`src/hdl/vtnn_pkg.sv`:
```
`default_nettype none
package vtnn_pkg;
	typedef logic [1:0] status_t;
	localparam status_t ST_OK        = 2'd0;
	localparam status_t ST_INVALID   = 2'd1;
	localparam status_t ST_FULL      = 2'd2;
	localparam status_t ST_NOT_FOUND = 2'd3;

	typedef enum logic [1:0] {
		OP_UPSERT = 2'd0,
		OP_QUERY  = 2'd1,
		OP_CLEAR  = 2'd2,
		OP_NONE   = 2'd3
	} op_t;

	localparam int COMP_W = 16;
	localparam int ID_W = 32;
	localparam int DIST_W = 19;
	localparam logic [DIST_W-1:0] DIST_MAX = 19'h7FFFF;

	typedef struct packed {
		logic clear;
		logic valid;
	} mac_ctl_t;
endpackage
`default_nettype wire

```
`src/hdl/vtnn_isqrt.sv`:
```
`default_nettype none
module vtnn_isqrt import vtnn_pkg::*; #(
	parameter int SQ_W = 38
) (
	input  wire logic              clk,
	input  wire logic              arst_n,
	input  wire logic              start,
	input  wire logic [SQ_W-1:0]   value,
	output logic                   done,
	output logic [SQ_W/2-1:0]      root
);
	logic [SQ_W-1:0] v_q;
	logic [SQ_W-1:0] r_q;
	logic [SQ_W-1:0] bit_q;
	logic [SQ_W-1:0] trial;
	logic            run_q;
	logic            done_q;

	assign trial = r_q + bit_q;

	always_ff @(posedge clk or negedge arst_n) begin
		if (!arst_n) begin
			run_q <= 1'b0;
			done_q <= 1'b0;
		end else begin
			done_q <= 1'b0;
			if (start) begin
				run_q <= 1'b1;
			end else if (run_q && bit_q[0]) begin
				run_q <= 1'b0;
				done_q <= 1'b1;
			end
		end
	end

	always_ff @(posedge clk) begin
		if (start) begin
			v_q <= value;
			r_q <= '0;
			bit_q <= SQ_W'(1) << (SQ_W - 2);
		end else if (run_q) begin
			if (v_q >= trial) begin
				v_q <= v_q - trial;
				r_q <= (r_q >> 1) + bit_q;
			end else begin
				r_q <= r_q >> 1;
			end
			bit_q <= bit_q >> 2;
		end
	end

	assign done = done_q;
	assign root = r_q[SQ_W/2-1:0];
endmodule
`default_nettype wire

```
`config.mk`:
```
export PLATFORM = sky130hd
export DESIGN_NAME = vtnn_isqrt
export DESIGN_NICKNAME = d
export VERILOG_FILES = /design/src/hdl/vtnn_pkg.sv /design/src/hdl/vtnn_isqrt.sv
export SDC_FILE = /design/constraint.sdc
export NUM_CORES = 1
export LEC_CHECK = 0
export BUFFER_PORTS_ARGS = -buffer_cell sky130_fd_sc_hd__buf_2
export CORE_ASPECT_RATIO = 1.4
export CORE_MARGIN = 1
export CORE_UTILIZATION = 40
export DETAILED_ROUTE_END_ITERATION = 7
export PLACE_DENSITY_LB_ADDON = 0.05
export SETUP_SLACK_MARGIN = 0.1
export SYNTH_ARGS = -nofsm -noshare
export SYNTH_HDL_FRONTEND = slang
export SYNTH_SLANG_ARGS = --single-unit
```
`constraint.sdc`:
```
create_clock -name clk -period 10.02 [get_ports clk]
set_input_delay 2.004 -clock clk [delete_from_list [all_inputs] [get_ports clk]]
set_output_delay 2.004 -clock clk [all_outputs]
set_load 0.1 [all_outputs]
```
# After elaboration in Yosys (flattened, before gate mapping)
# Cells that the tools add are included.
op_classes:
  n_reduce_logical: 5
  order_cmp: 1
  bitwise_logic: 0
  muxes: 8
  n_addsub: 3
  mul: 0
  n_eq_ne: 0
  shift: 0
  div_mod_pow: 0
op_table:
  columns: ["cell", "count"]
  rows:
  - ["$mux W38", 4]
  - ["$add A37 B37 Y38", 1]
  - ["$add A38 B37 Y38", 1]
  - ["$ge A38 B38 Y1", 1]
  - ["$sub A38 B38 Y38", 1]
  - ["$reduce_bool A2 Y1", 3]
  - ["$mux W1", 4]
  - ["$reduce_and A2 Y1", 1]
  - ["$logic_and A1 B1 Y1", 1]
word_totals:
  elab_cells: 22
  mem_count: 0
  inputBits: 41
  ramBits: 0
  out_inout_bits: 20
  mem_bits_ro: 0
  latch_bits: 0
  register_bits: 97

# Longest topological paths before layout
# Gate-level depths: netlist of the first run.
depth:
  ltp_word: 5
  mapped_depth: 21
  depth_no_buf: 19

# Worst setup path before layout of the first run
# OpenSTA, ideal clock, no wires.
synth_timing:
  kind: "flip-flop to flip-flop"
  startpoint: "register bit_q[0]"
  endpoint: "register v_q[0] (enable)"
  path_stages_with_launch: 21
  setup_slack_ps: 2789
  period_less_slack_ps: 7231
  t_required_ps: 9534
  setup_time_ps: 486
  t_arrival_ps: 6745
  path_buffers: 2
  path_cell_list: "dfxtp_1 -> ha_1 -> ha_1 -> a21o_1 -> a31o_2 -> a31o_2 -> a31o_2 -> a31oi_1 -> nor2_1 -> o311ai_1 -> xor2_1 -> ha_1 -> and3_1 -> and2_1 -> nand3_1 -> o221ai_2 -> a211oi_2 -> or2_4 -> buf_6 -> buf_4 -> o21ai_0"
synth_between:
  elab_chain_len: 4
synth_rtl:
  columns: ["item", "line", "rtl"]
  rows:
  - ["from (decl)", "vtnn_isqrt.sv:14", "logic [SQ_W-1:0] bit_q;"]
  - ["from (signal assigned)", "vtnn_isqrt.sv:40", "bit_q <= SQ_W'(1) << (SQ_W - 2);"]
  - ["from (signal assigned)", "vtnn_isqrt.sv:48", "bit_q <= bit_q >> 2;"]
  - ["$add A38 B37 Y38", "vtnn_isqrt.sv:19", "assign trial = r_q + bit_q;"]
  - ["$ge A38 B38 Y1", "vtnn_isqrt.sv:42", "if (v_q >= trial) begin"]
  - ["$reduce_bool A2 Y1 (no line)", null, null]
  - ["$reduce_and A2 Y1 (no line)", null, null]
  - ["to (signal assigned)", "vtnn_isqrt.sv:38", "v_q <= value;"]
  - ["to (signal assigned)", "vtnn_isqrt.sv:43", "v_q <= v_q - trial;"]
  - ["to (decl)", "vtnn_isqrt.sv:12", "logic [SQ_W-1:0] v_q;"]
# No other way between the ends.
# A chain may end at the register's enable or synchronous reset.

# Final worst setup path of the first run
layout_timing:
  startpoint: "register bit_q[0]"
  endpoint: "register v_q[29] (enable)"
# Same word-level chain as after synthesis.

==> results of run 1 <==
-- worst paths after layout --
| kind | endpoint | depth (start not counted) | startpoint |
|---|---|---|---|
| min in group asynchronous | run_q | 1 | arst_n |
| max in group asynchronous | run_q | 1 | arst_n |
| max | v_q[29] | 20 | bit_q[0] |
| max reg2reg | v_q[29] | 20 | bit_q[0] |
| min | bit_q[36] | 1 | bit_q[36] |
| min reg2reg | bit_q[36] | 1 | bit_q[36] |
-- power by group --
part	switching [mW]	total, mW	internal [mW]	leakage (nW)
registers	0.0544	0.608	0.554	0.875
logic	0.831	1.33	0.498	2.83
clock network	0.173	0.350	0.178	0.141
total	1.06	2.29	1.23	3.85
-- per-layer routing --
layer | vias to the layer above | wire [um]
li1 | 4081 | -
met1 | 3714 | 12200
met2 | 121 | 11800
met3 | 28 | 666
met4 | 0 | 495
met5 | - | 0
-- critical path, delay by kind of cell (launching register included) --
family	cells	cell delay, ns
fa+ha+maj	3	0.85
xor+xnor	1	0.14
compound gates	9	2.17
flops	1	0.36
simple gates	5	1.09
buf+inv	2	0.72
-- flip-flops by register name, indices dropped and copies added (netlist names) --
| register | count |
|---|---|
| bit_q | 19 |
| r_q | 38 |
| done | 1 |
| run_q | 1 |
| v_q | 38 |
-- cell usage after synthesis, drive strengths merged, types with 14 or more instances --
cell	number
a211oi	26
edfxtp	38
clkbuf	29
nand4	16
xor2	35
a21oi	70
o21bai	15
o31ai	14
o21ai	66
mux2i	24
xnor2	43
ha	78
buf	39
nand2	112
a31oi	44
nor3	24
a21o	29
nor2	110
nand3	30
inv	23
dfxtp	57
-- layout make-up --
type,count,area share
Timing Repair Buffer,68,0.0384
Tap cell,292,0.0387
Multi-Input combinational cell,897,0.637
Clock inverter,5,0.00397
Clock buffer,11,0.0257
Inverter,24,0.00953
Sequential cell,97,0.247
-- through the flow --
step	cells	hold slack [ns]	util
finish	1394	0.532	0.442
global route	1394	0.560	0.442
CTS	1394	0.536	0.442
detailed placement	1378	0.520	0.429
global placement	1378	0.516	0.429
floorplan	1086	0.474	-
-- kinds of logic after synthesis --
| group | share of synthesized area |
|---|---|
| adders and majority gates | 0.113 |
| buffers and inverters | 0.0528 |
| and+or+nand+nor | 0.192 |
| AOI/OAI and AO/OA | 0.270 |
| muxes | 0.0299 |
| DFF | 0.265 |
| xor gates and xnor gates | 0.0777 |
==> flow_summary_export.csv, run 1 <==
group,metric,value,unit
global_routing,grt_overflow_total,0,
route,wirelength,25200,um
global_routing,grt.busiest_layer,"met2",
placed_design,dpl_cell_area,0.00917,mm2
setup_path,startpoint_type,"flip-flop",
clock_network,clock_path_buffers,2,
logic_synthesis,synth_area,0.00880,mm2
logic_synthesis,syn-num-nets,1206,
logic_synthesis,ys_warn_count,0,
global_routing,grt_use_met3,0.0289,
sta,setup_viol,0,
sta,worst_pin_slew,0.802,ns
logic_synthesis,ys_seq_elements,97,
route,wl_per_cell,18.1,um
logic_synthesis,synth-edff-count,38,
pwr,power.total,2.29,mW
die,die_w,127,um
die,initial_utilization,0.412,
die,die_h,177,um
clock_network,postCtsHoldBufs,0,
pwr,cellLeakagePower,3.85,nW
cells_and_area,final_cell_mix,"112 x nand2_1, 110 x nor2_1, 78 x ha_1",
logic_synthesis,ys_seq_area_frac,0.265,
setup_path,max_stage_delay,0.49,ns
sta,finClkSkew,0.0127,ns
route,vias,7944,
setup_path,crit_type,"reg2reg",
route,drt_iter0_markers,564,
setup_path,cp-end-kind,"flip-flop",
flow_run,drv_cap,0,
logic_synthesis,synth_cells,1086,
cells_and_area,drive_gt1_frac,0.102,
global_routing,grtUsageMet1,0.306,
route,ant_nets,0,
sta,min_period,5.71,ns
logic_synthesis,async_flop_share,0.0206,
clock_network,clock-sinks,97,
setup_path,r2r_slack,4.31,ns
pwr,ir_worst_vdd,0.000144,V
sta,final_max_slew_viol_count,0,
sta,rsz0062_at_grt,"no",
route,drc_errors,0,
cells_and_area,stdcell_area,0.00945,mm2
global_routing,grtUsageMet2,0.381,
die,num_io_pins,61,
setup_path,path_max_fanout,40,
route,routed_via_density,5.70,
placed_design,io_buffers,60,
sta,slew_headroom,0.465,
setup_path,crit_chain,"ha_1 > ha_1 > a21o_1 > a31o_2 > a31o_2 > a31o_2 > a31oi_1 > nor2_1 > o311ai_1 > xor2_1 > ha_1 > and3_1 > and2_1 > nand3_1 > o221ai_2 > a211oi_2 > buf_4 > or2_4 > o21ai_4 > buf_4",
sta,fin_crit_sh,0.570,
placed_design,gp_congestion,0.893,
cells_and_area,num_antenna_cells,0,
setup_path,crit_slowest_cell,"buf_4",
placed_design,pre_cts_ws,4.31,ns
sta,tns,0,ns
logic_synthesis,synth-main-ff-cell,"dfxtp_1",
die,core.rowCount,63,
clock_network,cts_resized,0,
clock_network,clock_latency,0.37,ns
logic_synthesis,synth_area_per_cell,8.10,um2
cells_and_area,finalNetCount,1217,
sta,layout_setup_ws,4.31,ns
route,drt_first_pass_iters,5,
cells_and_area,final_common_cell,"nand2_1",
global_routing,first_global_vias,7571,
die,die_area,0.0226,mm2
die,core-area,0.0214,mm2
placed_design,dp_hpwl,18800,um
setup_path,crit_arrival,5.72,ns
clock_network,cts_setup_buffers,0,
cells_and_area,multiInputGateArea,0.00602,mm2
setup_path,required,10.02,ns
cells_and_area,fill_cells,2213,
global_routing,grt_pass1_wl,40400,um
clock_network,htreeDepth,3,
global_routing,grt_max_degree,72,
clock_network,cts-root-buf,"clkbuf_16",
logic_synthesis,yosysTopAreaCell,"dfxtp_1",
sta,hold_violations,0,
run_status,run_status,"completed",
sta,max_freq,175,MHz
logic_synthesis,yosysTopAreaCellShare,0.130,
cells_and_area,regArea,0.00233,mm2
global_routing,antenna_found_initial,0,
logic_synthesis,synth.distinct_cells,75,
cells_and_area,area.growth.synth_to_final,7.42,%
clock_network,cts_made_buffers,9,
logic_synthesis,yosys-top-cells-area,"dfxtp_1 13%, edfxtp_1 13%, ha_1 11%, nand2_1 4.8%, nor2_1 4.7%",
clock_network,cts.clk_slew.worst_paths,0.08,ns
pwr,cellPowerDensity,242,mW/mm2
min_path,hold_path.class,"reg2reg",
clock_network,cts_tree,"yes",
global_routing,track_usage,0.229,
Power figures use the tool's default switching activity.
==> inputs of run 2 (changes only) <==
==> constraint.sdc (replaced) <==
create_clock -name clk -period 5.82 [get_ports clk]
set_input_delay 1.164 -clock clk [delete_from_list [all_inputs] [get_ports clk]]
set_output_delay 1.164 -clock clk [all_outputs]
set_load 0.1 [all_outputs]
==> run 2 against run 1 <==
Net effect:
- cell area increased by 0.42%
- via count increased by 0.96%
- critical path depth decreased by 1
- clock skew decreased by 0.0040 ns
- register-to-register slack got worse by 3.7 ns
- largest cell class unchanged
- non-clock buffer count increased by 2
- critical path type unchanged
==> flow_summary_export.csv, run 2 (same netlist as run 1, synthesis figures left out) <==
group,metric,value,unit
setup_path,crit_chain,"ha_1 > a31oi_1 > o21bai_1 > a31oi_1 > nor3_1 > o41a_1 > a21o_1 > a41oi_1 > xor2_1 > ha_1 > nand4_1 > nor2_1 > nand3b_1 > o221ai_2 > a211oi_2 > or2_4 > buf_4 > or3_1 > a31oi_1",
clock_network,cts_setup_buffers,0,
clock_network,clock-sinks,97,
route,drc_errors,0,
route,ant_nets,0,
setup_path,crit_top_cell,"a31oi_1",
sta,finClkSkew,0.00866,ns
min_path,min_path_cells,1,
flow_run,drv_cap,0,
cells_and_area,num_antenna_cells,0,
route,drt_iter0_markers,304,
die,die_w,127,um
clock_network,postCtsHoldBufs,0,
pwr,ir_worst_vdd,0.000291,V
sta,max_freq,191,MHz
pwr,p_int,2.15,mW
route,wirelength,25400,um
clock_network,clock_latency,0.37,ns
sta,hold_ws,0.528,ns
clock_network,cts_made_buffers,9,
setup_path,cp-end-kind,"flip-flop",
clock_network,cts.clk_slew.worst_paths,0.07,ns
setup_path,crit_type,"reg2reg",
sta,tns,0,ns
setup_path,reg2reg_to,"r_q[8]",
clock_network,htreeDepth,3,
setup_path,startpoint_type,"flip-flop",
setup_path,path_max_fanout,33,
cells_and_area,regArea,0.00233,mm2
sta,fin_crit_sh,0.898,
die,die_h,177,um
die,core.rowCount,63,
cells_and_area,final_cell_mix,"112 x nand2_1, 110 x nor2_1, 78 x ha_1",
route,vias,8020,
setup_path,r2r_start,"r_q[2]",
global_routing,grt_max_degree,70,
setup_path,worst_r2r_path_depth,19,
cells_and_area,multiInputGateArea,0.00602,mm2
sta,min_period,5.23,ns
placed_design,gp_congestion,0.900,
sta,worst_pin_slew,0.801,ns
global_routing,grt_pass1_wl,41000,um
route,wl_per_cell,18.2,um
sta,slew_headroom,0.466,
clock_network,cts_tree,"yes",
die,num_io_pins,61,
cells_and_area,fill_cells,2213,
run_status,run_status,"completed",
pwr,clock_power_share,0.154,
pwr,cellLeakagePower,3.87,nW
die,core-area,0.0214,mm2
sta,final_max_slew_viol_count,0,
min_path,hp-start,"bit_q[36]",
pwr,p_seq_frac,0.261,
cells_and_area,area.growth.synth_to_final,7.88,%
setup_path,crit_arrival,5.53,ns
die,initial_utilization,0.412,
setup_path,r2r_slack,0.59,ns
route,routed_via_density,5.74,
placed_design,io_buffers,60,
placed_design,dp_hpwl,19000,um
route,drt_first_pass_iters,5,
clock_network,cts-root-buf,"clkbuf_16",
sta,rsz0062_at_grt,"no",
global_routing,grt_overflow_total,0,
min_path,hold_path.class,"reg2reg",
clock_network,cts_resized,0,
global_routing,first_global_vias,7801,
min_path,hold-path-endpoint,"bit_q[36]",
cells_and_area,drive_gt1_frac,0.103,
sta,hold_violations,0,
pwr,switching_share,0.458,
sta,setup_viol,0,
clock_network,clock_path_buffers,2,
setup_path,max_stage_delay,0.44,ns
setup_path,crit_slowest_cell,"dfxtp_1",
cells_and_area,final_common_cell,"nand2_1",
setup_path,required,6.12,ns
global_routing,track_usage,0.232,
cells_and_area,finalNetCount,1219,
cells_and_area,final_core_util,0.444,
cells_and_area,reg_top3,"r_q (38), v_q (38), bit_q (19)",
global_routing,antenna_found_initial,0,
pwr,cellPowerDensity,419,mW/mm2
pwr,combPwrFrac,0.585,
die,die_area,0.0226,mm2
pwr,p_sw,1.82,mW
-- run 2: power by group through the flow --
stage                     logic [mW]  clock network, mW  registers (mW)
final                           2.33              0.612            1.04
after detailed placement        2.31                  0            1.05
after global placement          2.30                  0            1.05
after floorplan                 1.82                  0            1.02
after CTS                       2.32              0.632            1.04
after global routing            2.59              0.655            1.05
-- run 2: worst max-delay path, delay by kind of cell (launching register included) --
family | cells | cell delay, ns
and+or+nand+nor | 6 | 1.51
xor gates and xnor gates | 1 | 0.10
AOI/OAI and AO/OA | 9 | 2.18
DFF | 1 | 0.44
buffers and inverters | 1 | 0.23
adders and majority gates | 2 | 0.68
-- run 2: metrics by stage --
step / cell area, um2 / cells / setup slack (ns) / total power [mW]
final: 9490 / 1396 / 0.593 / 3.98
after global routing: 9490 / 1396 / 0.213 / 4.30
after CTS: 9490 / 1396 / 0.518 / 3.99
after detailed placement: 9200 / 1380 / 0.552 / 3.36
after global placement: 9200 / 1380 / 0.597 / 3.36
after floorplan: 8800 / 1086 / 0.351 / 2.84
-- run 2: worst max path at each step --
stage,startpoint,end,cells after the start
after CTS,r_q[2],v_q[30],18
after floorplan,bit_q[0],v_q[0],20
after global routing,r_q[2],r_q[8],19
final,r_q[2],r_q[8],19
after global placement,r_q[2],v_q[31],18
after detailed placement,r_q[2],v_q[32],18
-- run 2: final cells by class --
class,count,share of cell area
multi-input combinational,897,0.634
sequential,97,0.246
timing repair buffer,70,0.0411
tap,292,0.0385
clock buffer,11,0.0268
inverter,24,0.00949
clock inverter,5,0.00409
-- run 2: per-layer routing --
| metal | routed length (um) | share of wire | GRT usage |
|---|---|---|---|
| met1 | 12000 | 0.47 | 0.306 |
| met2 | 12000 | 0.47 | 0.393 |
| met3 | 831 | 0.033 | 0.0235 |
| met4 | 525 | 0.021 | 0.0818 |
| met5 | 0 | 0 | 0 |
