$ cat config.mk
export PLATFORM = sky130hd
export DESIGN_NAME = vtnn_mac
export DESIGN_NICKNAME = d
export VERILOG_FILES = /design/src/hdl/vtnn_pkg.sv /design/src/hdl/vtnn_mac.sv
export SDC_FILE = /design/constraint.sdc
export NUM_CORES = 1
export LEC_CHECK = 0
export BUFFER_PORTS_ARGS = -buffer_cell sky130_fd_sc_hd__buf_2
export CAP_MARGIN = 5
export CORE_MARGIN = 1.5
export CORE_UTILIZATION = 54
export CTS_CLUSTER_DIAMETER = 80
export DETAILED_ROUTE_END_ITERATION = 8
export HOLD_SLACK_MARGIN = 0.03
export MAX_ROUTING_LAYER = met4
export PLACE_DENSITY = 0.72
export SYNTH_ARGS = -nofsm -noshare
export SYNTH_HDL_FRONTEND = slang
export SYNTH_SLANG_ARGS = --single-unit
$ cat constraint.sdc
create_clock -name clk -period 8.9 [get_ports clk]
set_input_delay 0.445 -clock clk [delete_from_list [all_inputs] [get_ports clk]]
set_output_delay 0.445 -clock clk [all_outputs]
set_load 0.05 [all_outputs]
$ cat src/hdl/vtnn_pkg.sv
`default_nettype none
package vtnn_pkg;
	typedef logic [1:0] status_t;
	localparam status_t ST_OK        = 2'd0;
	localparam status_t ST_INVALID   = 2'd1;
	localparam status_t ST_FULL      = 2'd2;
	localparam status_t ST_NOT_FOUND = 2'd3;

	typedef enum logic [1:0] {
		OP_UPSERT = 2'd0,
		OP_QUERY  = 2'd1,
		OP_CLEAR  = 2'd2,
		OP_NONE   = 2'd3
	} op_t;

	localparam int COMP_W = 16;
	localparam int ID_W = 32;
	localparam int DIST_W = 19;
	localparam logic [DIST_W-1:0] DIST_MAX = 19'h7FFFF;

	typedef struct packed {
		logic clear;
		logic valid;
	} mac_ctl_t;
endpackage
`default_nettype wire

$ cat src/hdl/vtnn_mac.sv
`default_nettype none
module vtnn_mac import vtnn_pkg::*; #(
	parameter int ACC_W = 38
) (
	input  wire logic                     clk,
	input  wire logic                     arst_n,
	input  wire mac_ctl_t                 ctl,
	input  wire logic signed [COMP_W-1:0] a,
	input  wire logic signed [COMP_W-1:0] b,
	output logic [ACC_W-1:0]              acc,
	output logic                          busy
);
	logic signed [COMP_W:0] d_s1;
	logic                   v_s1;
	logic [31:0]            sq_s2;
	logic                   v_s2;
	logic signed [2*COMP_W+1:0] prod;
	logic [ACC_W-1:0]       acc_q;

	assign prod = d_s1 * d_s1;

	always_ff @(posedge clk or negedge arst_n) begin
		if (!arst_n) begin
			v_s1 <= 1'b0;
			v_s2 <= 1'b0;
		end else begin
			v_s1 <= ctl.valid;
			v_s2 <= v_s1;
		end
	end

	always_ff @(posedge clk) begin
		d_s1 <= {a[COMP_W-1], a} - {b[COMP_W-1], b};
		sq_s2 <= prod[31:0];
		if (ctl.clear) begin
			acc_q <= '0;
		end else if (v_s2) begin
			acc_q <= acc_q + ACC_W'(sq_s2);
		end
	end

	assign acc = acc_q;
	assign busy = v_s1 | v_s2;
endmodule
`default_nettype wire

== Word-level counts from Yosys, hierarchy flattened ==
Index checks and enable logic that the tools add are counted.
Widths: inputs -> output; s select.

* Input port bits: 36
* Logic and storage cells: 9
* Output and inout bits: 39
* Register bits: 89

* $add $sub $neg: 2
* Bitwise logic cells: 1
* $mul: 1

{| class="wikitable"
|+ Operators with widths
! cell !! count
|-
| $add 38x32->38 || 1
|-
| $mul 17x17->32 || 1
|-
| $sub 16x16->17 || 1
|-
| $or 1x1->1 || 1
|}

== Depth between registers and ports, before layout ==
Gate-level depths: netlist (run 1).

* Depth after elaboration: 1
* Gate-level depth with buffers: 25
* Depth with buffers taken out: 23

== Worst setup path after synthesis (run 1) ==
OpenSTA, ideal clock, no wires.

* Path type: register to register
* Start point: reg d_s1[7]
* End point: reg sq_s2[31]
* Stages on the path, launching flop included: 26
* Arrival time: 6164 ps
* Data required time: 8828 ps
* Slack: 2664 ps
* Path through: dfxtp_1 > clkbuf_1 > clkbuf_1 > nand2_1 > fa_1 > inv_1 > fa_1 > inv_1 > fa_1 > inv_1 > fa_1 > fa_1 > inv_1 > fa_1 > inv_1 > ha_1 > clkbuf_1 > a21o_1 > a31oi_1 > nand2_1 > o211a_1 > a41o_1 > a211o_1 > a31o_1 > a21oi_1 > xnor2_1

* Cells in the longest elaborated chain, start to end: 1

{| class="wikitable"
|+ RTL lines
! element !! line !! source
|-
| from (decl) || vtnn_mac.sv:13 || <nowiki>logic signed [COMP_W:0] d_s1;</nowiki>
|-
| from (signal assigned) || vtnn_mac.sv:33 || <nowiki>d_s1 <= {a[COMP_W-1], a} - {b[COMP_W-1], b};</nowiki>
|-
| $mul 17x17->32 || vtnn_mac.sv:20 || <nowiki>assign prod = d_s1 * d_s1;</nowiki>
|-
| named net prod[31] || vtnn_mac.sv:17 || <nowiki>logic signed [2*COMP_W+1:0] prod;</nowiki>
|-
| to (signal assigned) || vtnn_mac.sv:34 || <nowiki>sq_s2 <= prod[31:0];</nowiki>
|-
| to (decl) || vtnn_mac.sv:15 || <nowiki>logic [31:0] sq_s2;</nowiki>
|}

The timed path passes the listed nets, and every way through them passes these cells.
A chain may end at the register's enable or synchronous reset.

== Worst setup path in the final report (run 1) ==
* Start point: reg d_s1[7]
* End point: reg sq_s2[30]

Same word-level chain as after synthesis.

==> results of run 1 <==
==> synthesized netlist by cell type, types with 2 or more instances <==
master and n:
sky130_fd_sc_hd__o21bai_1 5, sky130_fd_sc_hd__a31oi_1 9, sky130_fd_sc_hd__o22ai_1 5, sky130_fd_sc_hd__a31o_1 2
sky130_fd_sc_hd__nand2_1 110, sky130_fd_sc_hd__a41o_1 3, sky130_fd_sc_hd__a221o_1 2, sky130_fd_sc_hd__or2_2 4
sky130_fd_sc_hd__nor2_1 84, sky130_fd_sc_hd__nor4_1 2, sky130_fd_sc_hd__nand4_1 4, sky130_fd_sc_hd__o31a_1 2
sky130_fd_sc_hd__o2111ai_1 3, sky130_fd_sc_hd__o2111a_1 2, sky130_fd_sc_hd__dfxtp_1 86, sky130_fd_sc_hd__ha_1 130
sky130_fd_sc_hd__a211o_1 7, sky130_fd_sc_hd__a21o_1 36, sky130_fd_sc_hd__and2_1 63, sky130_fd_sc_hd__xnor2_1 61
sky130_fd_sc_hd__nor2b_1 9, sky130_fd_sc_hd__o21a_1 9, sky130_fd_sc_hd__mux2i_1 17, sky130_fd_sc_hd__o21ai_0 21
sky130_fd_sc_hd__a31o_2 4, sky130_fd_sc_hd__clkbuf_1 31, sky130_fd_sc_hd__nand3_1 13, sky130_fd_sc_hd__a211oi_1 9
sky130_fd_sc_hd__a41oi_1 3, sky130_fd_sc_hd__and4_1 3, sky130_fd_sc_hd__xor2_1 25, sky130_fd_sc_hd__o21ai_1 4
sky130_fd_sc_hd__dfrtp_1 2, sky130_fd_sc_hd__a21oi_1 39, sky130_fd_sc_hd__buf_1 3, sky130_fd_sc_hd__inv_1 339
sky130_fd_sc_hd__o211a_1 2, sky130_fd_sc_hd__or3_1 9, sky130_fd_sc_hd__nor3_1 11, sky130_fd_sc_hd__a21boi_1 3
sky130_fd_sc_hd__nand2b_1 14, sky130_fd_sc_hd__fa_1 260, sky130_fd_sc_hd__and3_1 13
==> cell type report <==
| class | count | area (µm²) |
|---|---|---|
| Inverter | 340 | 1280 |
| Tap cell | 330 | 413 |
| Sequential cell | 88 | 1770 |
| Timing Repair Buffer | 76 | 388 |
| Clock inverter | 6 | 52.6 |
| Fill cell | 2200 | 10300 |
| Multi-Input combinational cell | 1025 | 10800 |
| Clock buffer | 10 | 229 |
==> routing by layer <==
layer	vias up	GRT usage	wire, µm
met5	-	-	0
met4	0	0.0459	422
met3	34	0.0404	1520
met2	241	0.393	13600
met1	4801	0.310	13300
li1	4726	-	-
==> timing repair <==
item                      in CTS  in global routing
hold buffers                   1                  0
setup buffers                  0                  0
gates resized for setup        0                  0
hold endpoints to repair       2                  0
==> kinds of logic (layout without fill, tap and decap cells) <==
group,Yosys count,in the layout
AOI/OAI and AO/OA,188,188
adders and majority gates,390,390
buffers and inverters,374,432
muxes,18,18
DFF,88,88
and+or+nand+nor,343,343
xor gates and xnor gates,86,86
==> state kept, by name (all words and copies together) (netlist names) <==
signal and flops:
v_s1 1, acc 38, sq_s2 31, v_s2 1
d_s1 17
==> worst paths after layout <==
check | startpoint | to | cells after the start
max in group asynchronous | arst_n | v_s2 | 2
max | d_s1[7] | sq_s2[30] | 23
min in group asynchronous | arst_n | v_s1 | 2
min reg2reg | v_s1 | v_s2 | 0
max reg2reg | d_s1[7] | sq_s2[30] | 23
min | ctl[0] | v_s1 | 1
==> metrics by stage <==
step           hold slack, ns   util
3_5_place_dp            0.232  0.579
3_3_place_gp            0.229  0.579
2_1_floorplan           0.149      -
5_1_grt                 0.178  0.591
4_1_cts                 0.182  0.591
6_report                0.193  0.591
==> parameters.txt, run 1 <==
Parameter                              Value

Outcome
  Outcome    completed

STA
  Total negative setup slack    0 ns
  Final WS setup    ~2.2 ns
  Highest clock rate    between 0.1 and 0.15 GHz
  Slew Limit Fails    0
  Worst-Margin Slew    about 0.83 ns
  Setup clock skew after layout    0.0199 ns
  Max-Slew Margin vs Limit    0.445
  Total count of hold-check failures in the final report    0
  Final setup fails    0
  Share of the clock period used by the worst path    0.756
  Clock period minus worst slack    6.73 ns
  RSZ-0062 raised after global routing    false

Setup path
  Critical Path Max Stage Delay    0.82 ns
  CP endpoint kind    flip-flop
  Cell family with the largest share of critical-path delay    adder cells
  Category of the most critical setup path    flip-flop to flip-flop
  Slowest library cell on the worst path    sky130_fd_sc_hd__dfxtp_1
  Setup slack of the worst register-to-register path    2.17 ns
  Worst EP required    slightly above 9 ns
  CP Data Arrival Time    7.00 ns
  Type of origin of the critical path    flip-flop
  Cells along the critical path    and2_1, inv_1, fa_1, inv_1, fa_1, fa_1, inv_1, fa_1, inv_1, fa_1, inv_1, fa_1, inv_1, ha_1, a21o_1, a21o_1, a22o_1, a211oi_4, o21ai_2, a221o_1, a41o_1, o22ai_2, xnor2_1
  Critical path buffer and inverter count    6
  Maximum net fanout on the critical path    19

Synthesis
  Synth Area in XOR/XNOR    0.0540
  Post-synthesis cell area    14,000 µm²
  Synthesized-area fraction occupied by ao, oa, aoi and oai cells    0.0981
  Number of unique standard cell types used by synthesis    67
  Fraction of the mapped netlist area in simple logic gates    0.118
  Most used flip-flop cell after synthesis    sky130_fd_sc_hd__dfxtp_1
  Average footprint of a synthesized cell    9.39 µm²
  Cells after synthesis    1,487
  Area share of the largest cell type after synthesis    0.373
  Sequential element share of the synthesized area    0.127
  Combinational family with the most area after synthesis    adder cells
  Synth async-reset ratio    0.0227
  Number of enable flip-flop cells after synthesis    0
  Synth warnings    0
  Syn nets    1,913
  Post-synth top area cell    sky130_fd_sc_hd__fa_1
  Multiplexer fraction of the synthesized cell area    0.0130
  Leading cell types by total area after synthesis    sky130_fd_sc_hd__fa_1 37%, sky130_fd_sc_hd__dfxtp_1 12%, sky130_fd_sc_hd__ha_1 12%
  Fraction of the mapped netlist area in adder cells    0.489
  Register bit total from synthesis    a little under 90

Global route
  Vias in the first global route    10,545
  Overall overflow remaining after global route    0
  Maximum number of pins on one net before global-route repair    43
  Tot GR Track Use    0.238
  Wire length of the first global-routing pass    49.0 mm
  Initial antenna violation count    1

Floorplan
  Total I/O pin count    75
  Vertical die dimension    164 µm
  Width of the chip    roughly 160 µm
  Initial core utilization    0.553
  Core Box Area    approximately 25,000 µm²
  Placement Rows    58
  Area of the die    26,800 µm²

Place
  Global placement routability congestion    0.920
  Placed cell areas    14,600 µm²
  Worst setup timing slack at the placement stage    ~2.2 ns
  Number of port buffers    74
  Instance count after placement with tap cells included    1,858
  Post-DP HPWL    23.8 mm

Route
  Wire length per cell    ~15 µm
  Number of vias in the routed layout    9,802
  Iteration-0 DRC count of the detailed router    639
  Routed wire length    about 29 mm
  Residual antenna-violating net count after detailed routing    0
  Per-cell via count in the routed design    ~5.2
  Detailed Routing Iterations Pass 1    5
  Total DRC errors in the routed layout    0

Clocking
  Post-CTS clock slew at the launch and capture registers of the worst setup and hold paths    0.07 ns
  CTS tree    yes
  TritonCTS buffer count    9
  Library cell used as clock root buffer    sky130_fd_sc_hd__clkbuf_16
  Number of sinks on the clock net    88
  Clock latency reported for the late side of the worst-skew pair    0.36 ns
  Clock Tree Buf Depth    2
  Number of H-tree branching levels    3

Finish
  Top library cells by usage in the layout, fill and taps aside    339 x sky130_fd_sc_hd__inv_1, 260 x sky130_fd_sc_hd__fa_1, 130 x sky130_fd_sc_hd__ha_1
  Fraction of final layout cells with drive strength greater than 1    0.0718
  Layout-stage area growth over the synthesis result    6.84%
  Non-Filler Cell Area, Final    14,900 µm²
  Final std cells w/o fill    1,875
  Post-layout nets    1,966
  Diodes inserted    0
  Most common library cell in the layout ignoring fill and taps    sky130_fd_sc_hd__inv_1

Worst hold path
  Worst min-delay path category    input pin to flip-flop

Flow run
  Number of maximum-capacitance violations    0
Power of run 1 is not shown: default switching activity piles up to over one toggle a cycle in this logic, so the estimate is an artifact.
==> inputs of run 2 (changes only) <==
==> constraint.sdc (replaced) <==
create_clock -name clk -period 6.8 [get_ports clk]
set_input_delay 0.34 -clock clk [delete_from_list [all_inputs] [get_ports clk]]
set_output_delay 0.34 -clock clk [all_outputs]
set_load 0.05 [all_outputs]
==> parameters.txt, run 2 (synthesized netlist as in run 1, its figures left out) <==
Parameter                              Value

Outcome
  Outcome    completed

Finish
  Most common library cell in the layout ignoring fill and taps    sky130_fd_sc_hd__inv_1
  Top library cells by usage in the layout, fill and taps aside    339 x sky130_fd_sc_hd__inv_1, 260 x sky130_fd_sc_hd__fa_1, 130 x sky130_fd_sc_hd__ha_1
  Layout-stage area growth over the synthesis result    8.02%
  Final-layout fill cell count    2,175 (-1.1%)
  Post-layout nets    1,981 (+0.76%)
  Diodes inserted    0 (unchanged)
  Fraction of final layout cells with drive strength greater than 1    0.0814 (+0.00957)
  Number of flip-flops under the largest register name    38 (unchanged)

Clocking
  Post-CTS clock slew at the launch and capture registers of the worst setup and hold paths    0.08 ns (about the same)
  Number of buffers inserted to repair setup after CTS    0 (unchanged)
  Number of hold buffers added after CTS    1 (unchanged)
  Library cell used as clock root buffer    sky130_fd_sc_hd__clkbuf_16
  CTS tree    yes
  Resized cells post-CTS    0 (unchanged)
  Clock latency reported for the late side of the worst-skew pair    0.35 ns (about the same)
  Number of sinks on the clock net    88 (unchanged)
  TritonCTS buffer count    9 (unchanged)
  Number of H-tree branching levels    3 (unchanged)
  Clock Tree Buf Depth    2 (unchanged)

Global route
  Overall overflow remaining after global route    0 (unchanged)
  Tot GR Track Use    0.241 (+0.00311)
  Wire length of the first global-routing pass    49.9 mm (+1.8%)
  Maximum number of pins on one net before global-route repair    43 (unchanged)
  Initial antenna violation count    0 (-1)
  Vias in the first global route    10,667 (+1.2%)

STA
  Total negative setup slack    0 ns (unchanged)
  Worst-Margin Slew    0.767 ns (-0.0645 ns)
  Setup clock skew after layout    0.0149 ns (-0.00509 ns)
  Slew Limit Fails    0 (unchanged)
  RSZ-0062 raised after global routing    false
  Clock period minus worst slack    6.55 ns (-0.178 ns)
  Share of the clock period used by the worst path    0.964 (+0.207)
  Highest clock rate    0.153 GHz (+2.7%)
  Max-Slew Margin vs Limit    0.489 (+0.0438)
  Final setup fails    0 (unchanged)
  Total count of hold-check failures in the final report    0 (unchanged)

Flow run
  Number of maximum-capacitance violations    0 (unchanged)

Route
  Wire length per cell    15.4 µm (-0.14%)
  Iteration-0 DRC count of the detailed router    594 (-7.0%)
  Number of vias in the routed layout    9,984 (+1.9%)
  Residual antenna-violating net count after detailed routing    0 (unchanged)
  Detailed Routing Iterations Pass 1    6 (+1)
  Total DRC errors in the routed layout    0 (unchanged)
  Routed wire length    29.1 mm (+0.66%)
  Per-cell via count in the routed design    5.28 (+1.0%)

Setup path
  Worst-case reg-to-reg path depth    21 (-8.7%)
  Capture instance of the worst register-to-register path    sq_s2[30]
  CP Data Arrival Time    6.82 ns (-0.18 ns)
  Reg-to-reg critical path startpoint    d_s1[2]
  Category of the most critical setup path    flip-flop to flip-flop
  Setup slack of the worst register-to-register path    0.25 ns (-1.92 ns)
  Maximum net fanout on the critical path    19 (unchanged)
  CP endpoint kind    flip-flop
  Worst EP required    7.07 ns (-2.10 ns)
  Type of origin of the critical path    flip-flop

Floorplan
  Placement Rows    58 (unchanged)
  Core Box Area    25,300 µm² (unchanged)
  Vertical die dimension    164 µm (unchanged)
  Total I/O pin count    75 (unchanged)
  Width of the chip    164 µm (unchanged)
  Initial core utilization    0.553 (unchanged)
  Area of the die    26,800 µm² (unchanged)

Worst hold path
  End of the worst hold path    v_s1
  Hold Path Stages    1 (unchanged)
  Startpoint of the tightest hold check path    ctl[0]
  Worst min-delay path category    input pin to flip-flop

Place
  Number of port buffers    74 (unchanged)
  Global placement routability congestion    0.899 (-2.2%)
  Post-DP HPWL    24.8 mm (+4.3%)
run 2: cell count changes in the layout (fill, tap and decap cells not counted), sizes merged:
cell,delta
clkinv,-1
bufinv,+2
clkinvlp,-2
inv,+1
buf,+15
run 2: worst max path at each step:
| stage | slack, ns | start | to |
|---|---|---|---|
| floorplan | 0.56 | d_s1[7] | sq_s2[31] |
| global placement | 0.42 | d_s1[2] | sq_s2[30] |
| detailed placement | 0.28 | d_s1[2] | sq_s2[30] |
| CTS | 0.25 | d_s1[2] | sq_s2[30] |
| global route | 0.002 | d_s1[2] | sq_s2[30] |
| finish | 0.25 | d_s1[2] | sq_s2[30] |
run 2: cell type report:
class / count / area [µm²] / share of cell area
clock buffer: 10 / 239 / 0.0158
clock inverter: 6 / 95.1 / 0.00631
inverter: 340 / 1280 / 0.0846
multi-input combinational: 1025 / 10800 / 0.715
sequential: 88 / 1770 / 0.117
tap: 330 / 413 / 0.0274
timing repair buffer: 91 / 500 / 0.0332
run 2: per-layer routing:
layer	GRT usage	vias up	part of all wire
met5	-	-	0
met4	0.0554	0	0.013
met3	0.0316	28	0.049
met2	0.405	254	0.48
met1	0.311	4940	0.46
li1	-	4762	-
run 2: critical path, cell delays in order (launching register included):
cell and delay [ns]:
sky130_fd_sc_hd__dfxtp_1 0.54, sky130_fd_sc_hd__and2_1 0.33, sky130_fd_sc_hd__fa_1 0.54, sky130_fd_sc_hd__inv_1 0.06, sky130_fd_sc_hd__fa_1 0.55, sky130_fd_sc_hd__inv_1 0.06
sky130_fd_sc_hd__fa_1 0.50, sky130_fd_sc_hd__inv_1 0.05, sky130_fd_sc_hd__fa_1 0.55, sky130_fd_sc_hd__fa_1 0.43, sky130_fd_sc_hd__fa_1 0.49, sky130_fd_sc_hd__inv_1 0.04
sky130_fd_sc_hd__ha_1 0.32, sky130_fd_sc_hd__and2_1 0.19, sky130_fd_sc_hd__and3_1 0.23, sky130_fd_sc_hd__a22o_1 0.22, sky130_fd_sc_hd__a211oi_4 0.32, sky130_fd_sc_hd__o21ai_2 0.15
sky130_fd_sc_hd__a221o_1 0.32, sky130_fd_sc_hd__a41o_1 0.27, sky130_fd_sc_hd__o22ai_2 0.18, sky130_fd_sc_hd__xnor2_1 0.13
run 2: through the flow:
stage          setup WS, ns  utilization  cell area, µm²  std cells  hold slack (ns)
2_1_floorplan         0.564            -           14000       1487           0.0444
3_3_place_gp          0.419        0.583           14700       1873            0.124
3_5_place_dp          0.278        0.583           14700       1873            0.128
4_1_cts               0.250        0.597           15100       1890           0.0831
5_1_grt             0.00203        0.597           15100       1890           0.0793
6_report              0.248        0.597           15100       1890           0.0950
Power of run 2 is left out for the same reason.
